`config.mk`:
```
export PLATFORM = sky130hd
export DESIGN_NAME = buffer_slot_manager_age_evict
export DESIGN_NICKNAME = d
export VERILOG_FILES = /design/src/hdl/bsm_pkg.sv /design/src/hdl/bsm_slot_store.sv /design/src/hdl/bsm_scan_unit.sv /design/src/hdl/buffer_slot_manager_age_evict.sv
export SDC_FILE = /design/constraint.sdc
export NUM_CORES = 1
export LEC_CHECK = 0
export BUFFER_PORTS_ARGS = -buffer_cell sky130_fd_sc_hd__buf_2
export CORE_MARGIN = 2
export CORE_UTILIZATION = 45
export DETAILED_ROUTE_END_ITERATION = 10
export PLACE_DENSITY = 0.67
export SYNTH_ARGS = -nofsm -noshare
export SYNTH_HDL_FRONTEND = slang
export SYNTH_HIERARCHICAL = 1
export SYNTH_SLANG_ARGS = --single-unit
```
`constraint.sdc`:
```
create_clock -name clk -period 9.3 [get_ports clk]
set_input_delay 0.93 -clock clk [delete_from_list [all_inputs] [get_ports clk]]
set_output_delay 0.93 -clock clk [all_outputs]
set_load 0.01 [all_outputs]
```
`src/hdl/bsm_pkg.sv`:
```
// ---------------------------------------------------------------------------
// bsm_pkg
// Shared types and constants for the buffer slot manager: slot pool sizes,
// request and status codes, transaction payloads and internal control structs.
// ---------------------------------------------------------------------------
package bsm_pkg;

  // Pool geometry
  localparam int SLOT_COUNT       = 32;
  localparam int IDX_W            = $clog2(SLOT_COUNT);
  localparam int DISK_BLOCK_COUNT = 8192;
  localparam int BLK_W            = 13;
  localparam int AGE_W            = 6;
  localparam logic [AGE_W-1:0] AGE_MAX = {AGE_W{1'b1}};

  // Request kinds (op field)
  localparam logic [1:0] OP_LOOKUP = 2'd0;
  localparam logic [1:0] OP_ALLOC  = 2'd1;
  localparam logic [1:0] OP_MARK   = 2'd2;

  // Result status codes
  localparam logic [1:0] ST_OK   = 2'd0;
  localparam logic [1:0] ST_OOB  = 2'd1;
  localparam logic [1:0] ST_MISS = 2'd2;

  // Input transaction
  typedef struct packed {
    logic [1:0]       op;
    logic [BLK_W-1:0] block_num;
  } in_item_t;

  // Result transaction
  typedef struct packed {
    logic [1:0]       status;
    logic [4:0]       slot_index;
    logic             writeback_valid;
    logic [BLK_W-1:0] writeback_block;
  } out_item_t;

  // Metadata of one slot as read from the store
  typedef struct packed {
    logic             free;
    logic             dirty;
    logic [AGE_W-1:0] age;
    logic [BLK_W-1:0] tag;
  } slot_view_t;

  // Store write kinds
  typedef enum logic [1:0] {
    WR_NONE,
    WR_AGE,
    WR_DIRTY,
    WR_ALLOC
  } wr_kind_t;

  // One store update per cycle
  typedef struct packed {
    wr_kind_t         kind;
    logic [IDX_W-1:0] idx;
    logic [AGE_W-1:0] age;
    logic [BLK_W-1:0] tag;
  } store_wr_t;

  // Scan accumulator results
  typedef struct packed {
    logic             hit;
    logic [IDX_W-1:0] hit_idx;
    logic             free_found;
    logic [IDX_W-1:0] free_idx;
    logic [IDX_W-1:0] best_idx;
    logic             best_dirty;
    logic [BLK_W-1:0] best_tag;
  } scan_res_t;

endpackage

```
`src/hdl/bsm_slot_store.sv`:
```
// ---------------------------------------------------------------------------
// bsm_slot_store
// Per-slot metadata: free and dirty flags, ages and block tags. One read
// port at the walk index, one update per cycle.
// ---------------------------------------------------------------------------
module bsm_slot_store
  import bsm_pkg::*;
(
  input  logic             clk,
  input  logic             rst_n,
  input  logic [IDX_W-1:0] rd_idx,
  output slot_view_t       rd_view,
  input  store_wr_t        wr
);

  logic [SLOT_COUNT-1:0] free_r;
  logic [SLOT_COUNT-1:0] dirty_r;
  logic [AGE_W-1:0]      age_r [SLOT_COUNT];
  logic [BLK_W-1:0]      tag_r [SLOT_COUNT];

  // Read port
  always_comb begin
    rd_view.free  = free_r[rd_idx];
    rd_view.dirty = dirty_r[rd_idx];
    rd_view.age   = age_r[rd_idx];
    rd_view.tag   = tag_r[rd_idx];
  end

  // Flags and ages
  always_ff @(posedge clk) begin
    if (!rst_n) begin
      free_r  <= '1;
      dirty_r <= '0;
      for (int i = 0; i < SLOT_COUNT; i++) begin
        age_r[i] <= '0;
      end
    end else begin
      unique case (wr.kind)
        WR_AGE: begin
          age_r[wr.idx] <= wr.age;
        end
        WR_DIRTY: begin
          dirty_r[wr.idx] <= 1'b1;
        end
        WR_ALLOC: begin
          free_r[wr.idx]  <= 1'b0;
          dirty_r[wr.idx] <= 1'b0;
          age_r[wr.idx]   <= '0;
        end
        default: ;
      endcase
    end
  end

  // Tags: no reset, only read once the slot is occupied
  always_ff @(posedge clk) begin
    if (wr.kind == WR_ALLOC) begin
      tag_r[wr.idx] <= wr.tag;
    end
  end

endmodule

```
`src/hdl/bsm_scan_unit.sv`:
```
// ---------------------------------------------------------------------------
// bsm_scan_unit
// Shared compare unit stepped once per slot: tag match for lookups, and for
// allocation the saturating age increment, first free slot and oldest slot.
// ---------------------------------------------------------------------------
module bsm_scan_unit
  import bsm_pkg::*;
(
  input  logic             clk,
  input  logic             rst_n,
  input  logic             clear,
  input  logic             step,
  input  logic             alloc,
  input  logic [BLK_W-1:0] blk,
  input  logic [IDX_W-1:0] idx,
  input  slot_view_t       view,
  output logic [AGE_W-1:0] aged,
  output scan_res_t        res
);

  logic             hit_r;
  logic [IDX_W-1:0] hit_idx_r;
  logic             free_found_r;
  logic [IDX_W-1:0] free_idx_r;
  logic [AGE_W-1:0] best_age_r;
  logic [IDX_W-1:0] best_idx_r;
  logic             best_dirty_r;
  logic [BLK_W-1:0] best_tag_r;
  logic             tag_eq;
  logic             older;

  // Compare and saturating increment
  assign tag_eq = !view.free && (view.tag == blk);
  assign aged   = (view.free || view.age == AGE_MAX) ? view.age : view.age + 1'b1;
  assign older  = aged > best_age_r;

  // Accumulators
  always_ff @(posedge clk) begin
    if (!rst_n) begin
      hit_r        <= 1'b0;
      free_found_r <= 1'b0;
      best_age_r   <= '0;
      best_idx_r   <= '0;
      best_dirty_r <= 1'b0;
    end else if (clear) begin
      hit_r        <= 1'b0;
      free_found_r <= 1'b0;
      best_age_r   <= '0;
      best_idx_r   <= '0;
      best_dirty_r <= 1'b0;
    end else if (step) begin
      if (!alloc && tag_eq && !hit_r) begin
        hit_r     <= 1'b1;
        hit_idx_r <= idx;
      end
      if (alloc && view.free && !free_found_r) begin
        free_found_r <= 1'b1;
        free_idx_r   <= idx;
      end
      // strict compare keeps the lowest index on ties
      if (alloc && older) begin
        best_age_r   <= aged;
        best_idx_r   <= idx;
        best_dirty_r <= view.dirty;
        best_tag_r   <= view.tag;
      end
    end
  end

  assign res.hit        = hit_r;
  assign res.hit_idx    = hit_idx_r;
  assign res.free_found = free_found_r;
  assign res.free_idx   = free_idx_r;
  assign res.best_idx   = best_idx_r;
  assign res.best_dirty = best_dirty_r;
  assign res.best_tag   = best_tag_r;

endmodule

```
`src/hdl/buffer_slot_manager_age_evict.sv`:
```
// ---------------------------------------------------------------------------
// buffer_slot_manager_age_evict
// Buffer pool metadata with lookup, mark-dirty and allocate requests;
// allocation takes the lowest free slot or evicts the oldest one.
//
//   channel | direction | handshake          | payload
//   --------+-----------+--------------------+-------------------------
//   in_     | input     | in_valid/in_stall  | in_item_t (op, block_num)
//   out_    | output    | out_valid/out_stall| out_item_t (status, ...)
//
// Sequence: an in-range request is accepted, walks every slot in turn through
// the shared scan unit, then commits; an out-of-range one goes straight to commit.
// Reset: synchronous rst_n frees all slots and clears dirty flags and ages.
// Stalls: the next request is taken while a result waits in the output
// register; the commit step waits until that register is free.
// ---------------------------------------------------------------------------
module buffer_slot_manager_age_evict
  import bsm_pkg::*;
(
  input  logic      clk,
  input  logic      rst_n,
  input  logic      in_valid,
  output logic      in_stall,
  input  in_item_t  in_data,
  output logic      out_valid,
  input  logic      out_stall,
  output out_item_t out_data
);

  typedef enum logic [1:0] {
    S_IDLE,
    S_WALK,
    S_FINISH
  } state_t;

  localparam logic [16:0] DISK_LIMIT = 17'(DISK_BLOCK_COUNT);

  state_t           state_r, state_nxt;
  logic [1:0]       op_r, op_nxt;
  logic [BLK_W-1:0] blk_r, blk_nxt;
  logic             oob_r, oob_nxt;
  logic [IDX_W-1:0] idx_r, idx_nxt;
  logic             out_valid_r, out_valid_nxt;
  out_item_t        out_data_r, out_data_nxt;

  logic             in_acc;
  logic             in_oob;
  logic             is_alloc;
  logic             can_load;
  logic             scan_clear;
  logic             scan_step;
  logic [AGE_W-1:0] aged;
  slot_view_t       view;
  scan_res_t        res;
  store_wr_t        wr;
  logic [IDX_W-1:0] pick;

  assign in_stall  = (state_r != S_IDLE);
  assign in_acc    = in_valid && !in_stall;
  assign in_oob    = (in_data.block_num == '0) || (17'(in_data.block_num) >= DISK_LIMIT);
  assign is_alloc  = (op_r == OP_ALLOC);
  assign can_load  = !out_valid_r || !out_stall;
  assign out_valid = out_valid_r;
  assign out_data  = out_data_r;

  assign scan_clear = in_acc;
  assign scan_step  = (state_r == S_WALK);
  assign pick       = res.free_found ? res.free_idx : res.best_idx;

  bsm_slot_store u_store (
    .clk     (clk),
    .rst_n   (rst_n),
    .rd_idx  (idx_r),
    .rd_view (view),
    .wr      (wr)
  );

  bsm_scan_unit u_scan (
    .clk   (clk),
    .rst_n (rst_n),
    .clear (scan_clear),
    .step  (scan_step),
    .alloc (is_alloc),
    .blk   (blk_r),
    .idx   (idx_r),
    .view  (view),
    .aged  (aged),
    .res   (res)
  );

  // Sequencer and result formation
  always_comb begin
    state_nxt     = state_r;
    op_nxt        = op_r;
    blk_nxt       = blk_r;
    oob_nxt       = oob_r;
    idx_nxt       = idx_r;
    out_valid_nxt = out_valid_r && out_stall;
    out_data_nxt  = out_data_r;
    wr            = '{kind: WR_NONE, idx: idx_r, age: aged, tag: blk_r};

    unique case (state_r)
      S_IDLE: begin
        if (in_acc) begin
          op_nxt    = in_data.op;
          blk_nxt   = in_data.block_num;
          oob_nxt   = in_oob;
          idx_nxt   = '0;
          state_nxt = in_oob ? S_FINISH : S_WALK;
        end
      end
      S_WALK: begin
        // age occupied slots in place during an allocation walk
        if (is_alloc) begin
          wr.kind = WR_AGE;
        end
        idx_nxt = idx_r + 1'b1;
        if (idx_r == IDX_W'(SLOT_COUNT - 1)) begin
          state_nxt = S_FINISH;
        end
      end
      S_FINISH: begin
        if (can_load) begin
          out_valid_nxt = 1'b1;
          out_data_nxt  = '0;
          if (oob_r) begin
            out_data_nxt.status = ST_OOB;
          end else if (is_alloc) begin
            wr.kind = WR_ALLOC;
            wr.idx  = pick;
            out_data_nxt.status     = ST_OK;
            out_data_nxt.slot_index = 5'(pick);
            if (!res.free_found && res.best_dirty) begin
              out_data_nxt.writeback_valid = 1'b1;
              out_data_nxt.writeback_block = res.best_tag;
            end
          end else if (!res.hit) begin
            out_data_nxt.status = ST_MISS;
          end else begin
            if (op_r == OP_MARK) begin
              wr.kind = WR_DIRTY;
              wr.idx  = res.hit_idx;
            end
            out_data_nxt.status     = ST_OK;
            out_data_nxt.slot_index = 5'(res.hit_idx);
          end
          state_nxt = S_IDLE;
        end
      end
      default: state_nxt = S_IDLE;
    endcase
  end

  // State and registered outputs
  always_ff @(posedge clk) begin
    if (!rst_n) begin
      state_r     <= S_IDLE;
      out_valid_r <= 1'b0;
      idx_r       <= '0;
      oob_r       <= 1'b0;
      op_r        <= OP_LOOKUP;
    end else begin
      state_r     <= state_nxt;
      out_valid_r <= out_valid_nxt;
      idx_r       <= idx_nxt;
      oob_r       <= oob_nxt;
      op_r        <= op_nxt;
    end
  end

  always_ff @(posedge clk) begin
    blk_r      <= blk_nxt;
    out_data_r <= out_data_nxt;
  end

`ifndef SYNTHESIS
  // A new result only ever comes from the commit step
  a_result_from_finish: assert property (@(posedge clk) disable iff (!rst_n)
    (out_valid_r && !$past(out_valid_r && out_stall)) |-> $past(state_r == S_FINISH))
    else $error("result produced outside commit step");

  // Write-back only reported with a successful allocation
  a_wb_only_ok: assert property (@(posedge clk) disable iff (!rst_n)
    (out_valid_r && out_data_r.writeback_valid) |-> (out_data_r.status == ST_OK))
    else $error("write-back reported on failed request");

  // Failed requests report slot zero
  a_idx_zero_on_fail: assert property (@(posedge clk) disable iff (!rst_n)
    (out_valid_r && out_data_r.status != ST_OK) |-> (out_data_r.slot_index == '0))
    else $error("nonzero slot index on failed request");

  // In-range request starts the walk at slot zero
  a_walk_start: assert property (@(posedge clk) disable iff (!rst_n)
    (in_acc && !in_oob) |=> (state_r == S_WALK && idx_r == '0))
    else $error("walk did not start at slot zero");
`endif

endmodule

```
## Word level (Yosys, flattened, before mapping)

Memories as Yosys holds them, arrays and structs flattened. A register that Yosys moved wholly into a read port is not among the register bits.
Index checks and enable logic that the tools add are counted.

- $add $sub $neg: 2
- Magnitude comparators: 4
- Eq/ne operators: 13
- Mux-type cells: 46
- Bitwise operators: 9
- Reductions and logical operators: 39

Operator list:

| kind | count |
|---|---|
| 32-bit bitwise AND | 2 |
| 32-bit one-hot mux with 2 select lines | 1 |
| 5-bit two-way mux | 9 |
| 7-bit two-way mux | 5 |
| 32-bit NOT | 1 |
| 32-bit bitwise OR | 1 |
| 6-bit two-way mux | 4 |
| 1-bit two-way mux | 15 |
| 14-bit two-way mux | 1 |
| 13-bit equality test | 1 |
| 13-bit logical NOT | 1 |
| 5-bit by 6-bit < comparator with 1-bit output (second input constant) | 2 |
| 2-bit AND reduction | 6 |
| 4-bit AND reduction | 3 |
| 1-bit binary-select mux with 5-bit select | 2 |
| 1-bit logical AND | 10 |
| 2-bit two-way mux | 5 |
| 5-bit one-hot mux with 2 select lines | 1 |
| 2-bit equality test (second input constant) | 4 |
| 1-bit logical NOT | 7 |
| 6-bit by 1-bit adder with 6-bit output (second input constant) | 1 |
| 2-bit by 1-bit equality test with 1-bit output (second input constant) | 3 |
| 6-bit equality test (second input constant) | 1 |
| 6-bit greater-than comparator | 1 |
| 17 further kinds | 26 |

- Bits in registers: 146
- Memory bits (writable): 608
- Output and inout bits: 23
- Memories kept: 2

Memory list:

| name | depth | bits a word | rd ports | clocked after memory_dff | write ports | line | RTL |
|---|---|---|---|---|---|---|---|
| u_store.tag_r | 32 | 13 | 1 | 1 | 1 | bsm_slot_store.sv:19 | `logic [BLK_W-1:0] tag_r [SLOT_COUNT];` |
| u_store.age_r | 32 | 6 | 1 | 1 | 32 | bsm_slot_store.sv:18 | `logic [AGE_W-1:0] age_r [SLOT_COUNT];` |

## Depth between registers and ports, before layout

Gate-level depths: netlist of run 1.

- Word-level depth: 14
- Depth in mapped cells: 18
- Gate-level depth less buffers: 14

## By module

Netlist of run 1, hierarchy kept.

Modules (own cells, without submodules):

| module | instances | cells each | area an instance (um2) | seq. area each (um2) |
|---|---|---|---|---|
| bsm_slot_store | 1 | 1,921 | 27,734.1 | 19,538.7 |
| buffer_slot_manager_age_evict | 1 | 162 | 1,998.2 | 1,241.2 |
| bsm_scan_unit | 1 | 163 | 1,829.3 | 970.9 |

## Worst setup path after synthesis of run 1

OpenSTA, ideal clock, no wires.

- Path kind: flip-flop to flip-flop
- From: register idx_r[1]
- To: register u_scan.best_tag_r[0], enable pin
- Library setup time: 361 ps
- Data arrival time: 3,769 ps
- Required time: 8,939 ps
- Slack: 5,170 ps
- Stages on the path, launching flop included: 18
- Path buffers: 5
- Period minus slack after synthesis: 4,130 ps
- Path through: dfxtp_1 buf_6 buf_12 buf_6 buf_4 mux2i_1 nand2_1 a31oi_1 nand3_1 ha_1 nand4b_1 mux2_2 ha_1 and4_4 a31o_1 a31oi_4 buf_12 and2_1

- Word-level cells in the longest chain between the ends: 7

Ends and longest elaborated chain:

| item | line | RTL |
|---|---|---|
| from (decl) | buffer_slot_manager_age_evict.sv:42 | `logic [IDX_W-1:0] idx_r, idx_nxt;` |
| from (signal assigned) | buffer_slot_manager_age_evict.sv:165 | `idx_r <= idx_nxt;` |
| 1-bit binary-select mux with 5-bit select | bsm_slot_store.sv:23 | `rd_view.free = free_r[rd_idx];` |
| 1-bit two-way mux (not written as such) | bsm_slot_store.sv:23 |  |
| 1-bit logical OR | bsm_scan_unit.sv:34 | `assign aged = (view.free \|\| view.age == AGE_MAX) ? view.age : view.age + 1'b1;` |
| 6-bit two-way mux | bsm_scan_unit.sv:34 |  |
| named net aged[4] | buffer_slot_manager_age_evict.sv:52 | `logic [AGE_W-1:0] aged;` |
| 6-bit greater-than comparator | bsm_scan_unit.sv:35 | `assign older = aged > best_age_r;` |
| 1-bit logical AND | bsm_scan_unit.sv:61 | `if (alloc && older) begin` |
| 4-bit AND reduction (no line) | - |  |
| to (signal assigned) | bsm_scan_unit.sv:65 | `best_tag_r <= view.tag;` |
| to (decl) | bsm_scan_unit.sv:28 | `logic [BLK_W-1:0] best_tag_r;` |

The timed path passes the listed nets, and every way through them passes these cells. The select of a mux whose other input is x is not followed.
A chain may end at the register's enable or synchronous reset.

## Final worst setup path of run 1

- From: register idx_r[2]
- To: register u_scan.best_tag_r[7], enable pin

Same word-level chain as after synthesis.

==> flow_metrics.env, run 1 <==
export IMPL_wl_per_cell_um=22.11
export IMPL_initial_core_util_pct=45.23
export IMPL_die_h_um=268.8
export IMPL_worst_pin_slew_ns=1.229
export IMPL_routed_wl_mm=72.22
export IMPL_holdPathStages=2
export IMPL_rrSetupSlack_ns=3.47
export IMPL_first_pass_iters=5
export IMPL_async_reset_ff_share_pct=0
export IMPL_cts_tree="done"
export IMPL_root_buffer="clkbuf_16"
export IMPL_clock_latency_ns=0.62
export IMPL_overflow=0
export IMPL_finalHoldViolations=0
export IMPL_htree_levels=3
export IMPL_pin_count=42
export IMPL_final_cell_mix="665 x edfxtp_1, 353 x mux2i_1, 233 x nor2_1"
export IMPL_crit_required_ns=9.55
export IMPL_grt_max_degree=96
export IMPL_cp_arrival_ns=6.08
export IMPL_end_kind="register"
export IMPL_swShare_pct=25.28
export IMPL_dp_hpwl_mm=43.84
export IMPL_hold_end="u_scan/best_idx_r[0]"
export IMPL_p_clk_share_pct=37.7
export IMPL_layout_commonest_cell="edfxtp_1"
export IMPL_grt_pass1_vias=18600
export IMPL_holdWs_ns=0.4630
export IMPL_crit_chain="and2_4, buf_4, a22o_1, nor3_1, a31oi_1, nand3_1, ha_1, nand4b_1, mux2_2, ha_1, and4_4, a31o_1, a31oi_4, and2_1"
export IMPL_synth_ff_type="edfxtp_1"
export IMPL_core_area_sq_mm=0.06979
export IMPL_cp_max_fo=43
export IMPL_cts_hold_buf=0
export IMPL_slew_violations=0
export IMPL_io_buffers=41
export IMPL_dieArea_sq_mm=0.07227
export IMPL_viasPerCell=5.703
export IMPL_post_route_drc_count=0
export IMPL_status="finished, final reports clean"
export IMPL_rsz0062_at_grt="no"
export IMPL_placed_area_sq_mm=0.03253
export IMPL_fin_ws_ns=3.475
export IMPL_r2r_start="idx_r[2]"
export IMPL_switching_power_uw=1951
export IMPL_cts_setup_buffers=0
export IMPL_fin_crit_sh_pct=62.64
export IMPL_place_congestion=0.8401
export IMPL_nets=2299
export IMPL_p_comb_share_pct=11.1
export IMPL_setup_viol=0
export IMPL_yosysWarningCount=6
export IMPL_drtIter0Drc=1493
export IMPL_intPower_uw=5768
export IMPL_period_needed_ns=5.825
export IMPL_ctsResizeCount=0
export IMPL_antenna_cells=0
export IMPL_design_area_sq_mm=0.03493
export IMPL_drive_gt1_share_pct=10.31
export IMPL_cp_common_cell="ha_1"
export IMPL_crit_slowest_cell="dfxtp_1"
export IMPL_skew_ns=0.02775
export IMPL_p_leak_uw=0.01091
export IMPL_syn_nets=2277
export IMPL_tns_ns=0
export IMPL_syn2layout_area_growth_pct=10.66
export IMPL_total_power_uw=7719
export IMPL_syn_area_sq_mm=0.03156
export IMPL_grtUsageTotal_pct=19.84
export IMPL_grt_pass1_wl_mm=108.6
export IMPL_num_rows=97
export IMPL_slowest_delay_ns=0.65
export IMPL_synthCells=2246
export IMPL_synth_edff_count=665
export IMPL_worstSetupPathType="reg -> reg"
export IMPL_dr_total_vias=18630
export IMPL_reg2reg_depth=14
export IMPL_yosys_register_bits=754
export IMPL_min_delay_path_class="reg -> reg"
export IMPL_clkTransAtPathRegs_ns=0.06
export IMPL_relSlewSlack_pct=17.68
export IMPL_clockBufferDepth=3
export IMPL_ys_seq_area_share_pct=68.92
export IMPL_place_ws_ns=3.500
export IMPL_cts_inserted_buffers=74
export IMPL_synth_cell_types=60
export IMPL_maxCapViolations=0
export IMPL_cts_sinks=754
export IMPL_die_w_um=268.8
export IMPL_maxClockFrequency_ghz=0.1717
export IMPL_hold_start="u_scan/best_idx_r[0]"
export IMPL_pwr_share_seq_pct=51.2
export IMPL_ant_nets=0
export IMPL_antenna_found_initial=0
export IMPL_reg2reg_to="u_scan/best_tag_r[7]"
export IMPL_powerDensity_mw_per_mm2=221.0
export IMPL_cp_start_kind="register"
export IMPL_peakVddDrop_uv=128.4
export IMPL_avgSynthCellArea_sq_um=14.05
-- state kept, by name, indices dropped and copies added (netlist names), 5 cells and up, named ones only --
signal and count:
blk_r 13, idx_r 5, out_data 21, u_scan/best_age_r 6
u_scan/best_idx_r 5, u_scan/best_tag_r 13, u_scan/free_idx_r 5, u_scan/hit_idx_r 5
u_store/age_r 192, u_store/free_r 32, u_store/tag_r 416
-- power by group through the flow --
stage | sequential, uW | clock (uW) | combinational [uW]
3_3_place_gp | 4020 | 0 | 828
4_1_cts | 3950 | 2950 | 847
3_5_place_dp | 4030 | 0 | 844
5_1_grt | 3960 | 3080 | 917
2_1_floorplan | 4030 | 0 | 524
6_report | 3950 | 2910 | 860
-- routing by layer --
layer | GRT usage, % | up-vias | share of wire (%)
li1 | - | 8476 | -
met1 | 26.12 | 9424 | 42
met2 | 34.08 | 624 | 51
met3 | 3.315 | 108 | 5.5
met4 | 5.300 | 0 | 1.9
met5 | 0 | - | 0
-- worst max-delay path: cells and delay by family, from the launching register on --
family                     cells  cell delay (ns)
adders and majority gates      2             0.64
DFF                            1             0.65
buffers and inverters          1             0.61
AOI/OAI and AO/OA              4             1.25
muxes                          1             0.38
and+or+nand+nor                6             1.88
-- cell usage after synthesis, drive strengths merged, types with 5 or more instances --
cell     count  share of area [%]
nand3       55               0.87
nor3b       37               0.94
nand2      182                2.2
a21oi       90                1.4
a22o        42                1.2
mux2i      353                 11
nor2       243                2.9
dfxtp       89                5.6
o21ai       42               0.67
nor3        27               0.46
nand4       26               0.52
xor2        12               0.33
and2        20               0.40
o2bb2ai      5               0.14
and3b        5               0.14
inv         16               0.19
buf         91                2.2
nand2b      10               0.22
a22oi       84                2.0
nor4         5              0.099
a21boi       5               0.13
nor2b       10               0.20
clkbuf      59               0.73
a31oi       22               0.48
ha          12               0.48
edfxtp     665                 63
-- metrics by stage --
stage	utilization, %	cells
finish	50.05	3267
global route	50.05	3267
global placement	46.62	3131
detailed placement	46.62	3131
CTS	50.01	3266
floorplan	-	2246
-- cell type report --
type | count | area [sq um]
sequential | 754 | 21750
clock inverter | 43 | 342.8
clock buffer | 92 | 2022
multi-input combinational | 1326 | 8892
fill | 5829 | 34860
timing repair buffer | 96 | 678.2
inverter | 16 | 60.06
tap | 940 | 1176
-- how the worst max path moves through the flow --
| stage | startpoint | end | cells past startpoint |
|---|---|---|---|
| after floorplan | idx_r[1] | u_scan/best_tag_r[0] | 17 |
| after global placement | idx_r[2] | u_scan/best_tag_r[7] | 14 |
| after detailed placement | idx_r[2] | u_scan/best_tag_r[7] | 14 |
| after CTS | idx_r[2] | u_scan/best_tag_r[3] | 14 |
| after global routing | idx_r[2] | u_scan/best_tag_r[7] | 15 |
| final | idx_r[2] | u_scan/best_tag_r[7] | 14 |
-- logic make-up after synthesis --
kind of cell	share of synthesized area, %
AOI/OAI and AO/OA	6.478
xor gates and xnor gates	0.3608
adders and majority gates	0.4757
buffers and inverters	3.108
DFF	68.92
muxes	11.23
and+or+nand+nor	9.431
Power figures use the tool's default switching activity.
==> run 2, diff against run 1 <==
--- a/config.mk
+++ b/config.mk
@@ -9,7 +9,7 @@
 export CORE_MARGIN = 2
 export CORE_UTILIZATION = 45
 export DETAILED_ROUTE_END_ITERATION = 10
-export PLACE_DENSITY = 0.67
+export PLACE_DENSITY = 0.69
 export SYNTH_ARGS = -nofsm -noshare
 export SYNTH_HDL_FRONTEND = slang
 export SYNTH_HIERARCHICAL = 1
==> constraint.sdc (replaced) <==
create_clock -name clk -period 4.71 [get_ports clk]
set_input_delay 0.471 -clock clk [delete_from_list [all_inputs] [get_ports clk]]
set_output_delay 0.471 -clock clk [all_outputs]
set_load 0.01 [all_outputs]
==> flow_metrics.env, run 2 (synthesis gave the netlist of run 1 again) <==
export IMPL_status="finished, final reports clean"
export IMPL_maxCapViolations=0
export IMPL_die_h_um=268.8
export IMPL_powerDensity_mw_per_mm2=441.7
export IMPL_peakVddDrop_uv=290.2
export IMPL_maxClockFrequency_ghz=0.2166
export IMPL_overflow=0
export IMPL_viasPerCell=5.770
export IMPL_crit_start="idx_r[2]"
export IMPL_initial_core_util_pct=45.23
export IMPL_grtUsageTotal_pct=20.58
export IMPL_cts_sinks=754
export IMPL_cp_arrival_ns=4.92
export IMPL_dp_hpwl_mm=46.73
export IMPL_reg_top3="u_store/tag_r (416), u_store/age_r (192), u_store/free_r (32)"
export IMPL_slew_violations=0
export IMPL_ant_nets=0
export IMPL_worstSetupPathType="reg -> reg"
export IMPL_io_buffers=41
export IMPL_drtIter0Drc=1879
export IMPL_antenna_found_initial=0
export IMPL_syn2layout_area_growth_pct=12.27
export IMPL_cp_max_fo=31
export IMPL_die_w_um=268.8
export IMPL_grt_pass1_vias=18550
export IMPL_wl_per_cell_um=22.82
export IMPL_setup_viol=0
export IMPL_cts_inserted_buffers=77
export IMPL_clock_latency_ns=0.64
export IMPL_min_delay_path_class="in -> reg"
export IMPL_crit_slowest_cell="dfxtp_1"
export IMPL_num_rows=97
export IMPL_design_area_sq_mm=0.03543
export IMPL_regMostFlops="u_store/tag_r"
export IMPL_crit_end="u_scan/best_tag_r[1]"
export IMPL_relSlewSlack_pct=24.70
export IMPL_grt_max_degree=88
export IMPL_holdWs_ns=0.03509
export IMPL_period_needed_ns=4.618
export IMPL_cts_tree="done"
export IMPL_dr_total_vias=19110
export IMPL_end_kind="register"
export IMPL_crit_chain="and2_4, a22o_1, nor3_1, a31oi_1, nand3_1, ha_1, nand4b_1, mux2_2, ha_1, and4_4, a31o_1, a31oi_4, and2_1, buf_4"
export IMPL_routed_wl_mm=75.57
export IMPL_first_pass_iters=6
export IMPL_layout_commonest_cell="edfxtp_1"
export IMPL_rrSetupSlack_ns=0.09
export IMPL_core_area_sq_mm=0.06979
export IMPL_placed_area_sq_mm=0.03287
export IMPL_largest_register_ffs=416
export IMPL_worst_pin_slew_ns=1.123
export IMPL_htree_levels=3
export IMPL_finalHoldViolations=0
export IMPL_reg2reg_to="u_scan/best_tag_r[1]"
export IMPL_slowest_delay_ns=0.71
export IMPL_post_route_drc_count=0
export IMPL_reg2reg_depth=14
export IMPL_nets=2345
export IMPL_final_cell_mix="665 x edfxtp_1, 353 x mux2i_1, 242 x nor2_1"
export IMPL_clkTransAtPathRegs_ns=0.06
export IMPL_clockBufferDepth=3
export IMPL_dieArea_sq_mm=0.07227
export IMPL_crit_required_ns=5.02
export IMPL_fin_crit_sh_pct=98.04
export IMPL_cp_start_kind="register"
export IMPL_antenna_cells=0
export IMPL_pin_count=42
export IMPL_root_buffer="clkbuf_16"
export IMPL_skew_ns=0.03323
export IMPL_p_leak_uw=0.01120
export IMPL_r2r_start="idx_r[2]"
export IMPL_place_congestion=0.8818
export IMPL_cp_common_cell="ha_1"
export IMPL_grt_pass1_wl_mm=112.1
export IMPL_drive_gt1_share_pct=11.64
## run 2: per-stage QoR
step | utilization, % | worst slack (ns) | total power [uW] | setup TNS, ns | cells
global placement | 47.10 | 0.3058 | 9624 | 0 | 3172
floorplan | - | 0.5803 | 8983 | 0 | 2246
CTS | 50.72 | 0.1620 | 15700 | 0 | 3309
global route | 50.78 | -0.0003801 | 16130 | -0.0003801 | 3312
detailed placement | 47.10 | 0.2138 | 9671 | 0 | 3172
finish | 50.78 | 0.09249 | 15650 | 0 | 3312
## run 2: timing repair
item                       4_1_cts  5_1_grt
gates resized for setup          0        1
hold buffers                     0        0
setup buffers                    0        2
setup endpoints to repair        0       13
## run 2: worst min path at each step
stage | slack, ns | depth (start not counted) | from | to
after global routing | 0.007 | 1 | in_data[5] | blk_r[5]
final | 0.04 | 1 | in_data[3] | blk_r[3]
after detailed placement | 0.45 | 2 | u_scan/best_idx_r[0] | u_scan/best_idx_r[0]
after CTS | 0.002 | 1 | in_data[3] | blk_r[3]
after floorplan | 0.40 | 0 | oob_r | out_data[19]
after global placement | 0.45 | 2 | u_scan/best_age_r[4] | u_scan/best_age_r[4]
## run 2: report_power, final
group / switching (uW) / internal [uW] / total (uW)
Sequential: 72.7 / 7620 / 7700
Clock: 2550 / 3530 / 6080
Combinational: 1350 / 522 / 1880
## run 2: area by class of cell
cell class                 instances  area (sq um)
fill                            5685         34350
timing repair buffer             138          1049
clock buffer                      95          2026
tap                              940          1176
inverter                          16         60.06
multi-input combinational       1327          8864
sequential                       754         21760
clock inverter                    42         504.2
## run 2: layer usage
metal	global-route usage [%]	part of all wire, %
met3	2.822	6.7
met1	28.28	42
met5	0	0
met2	33.85	48
met4	6.787	3.0
## run 2: critical path: cells and delay by family (launching register included)
kind                     cells  cell delay, ns
AND/OR/NAND/NOR              6            1.39
adder cells (fa/ha/maj)      2            0.66
flip-flops                   1            0.71
buffers and inverters        1            0.25
multiplexers                 1            0.38
AO/OA/AOI/OAI                4            0.89
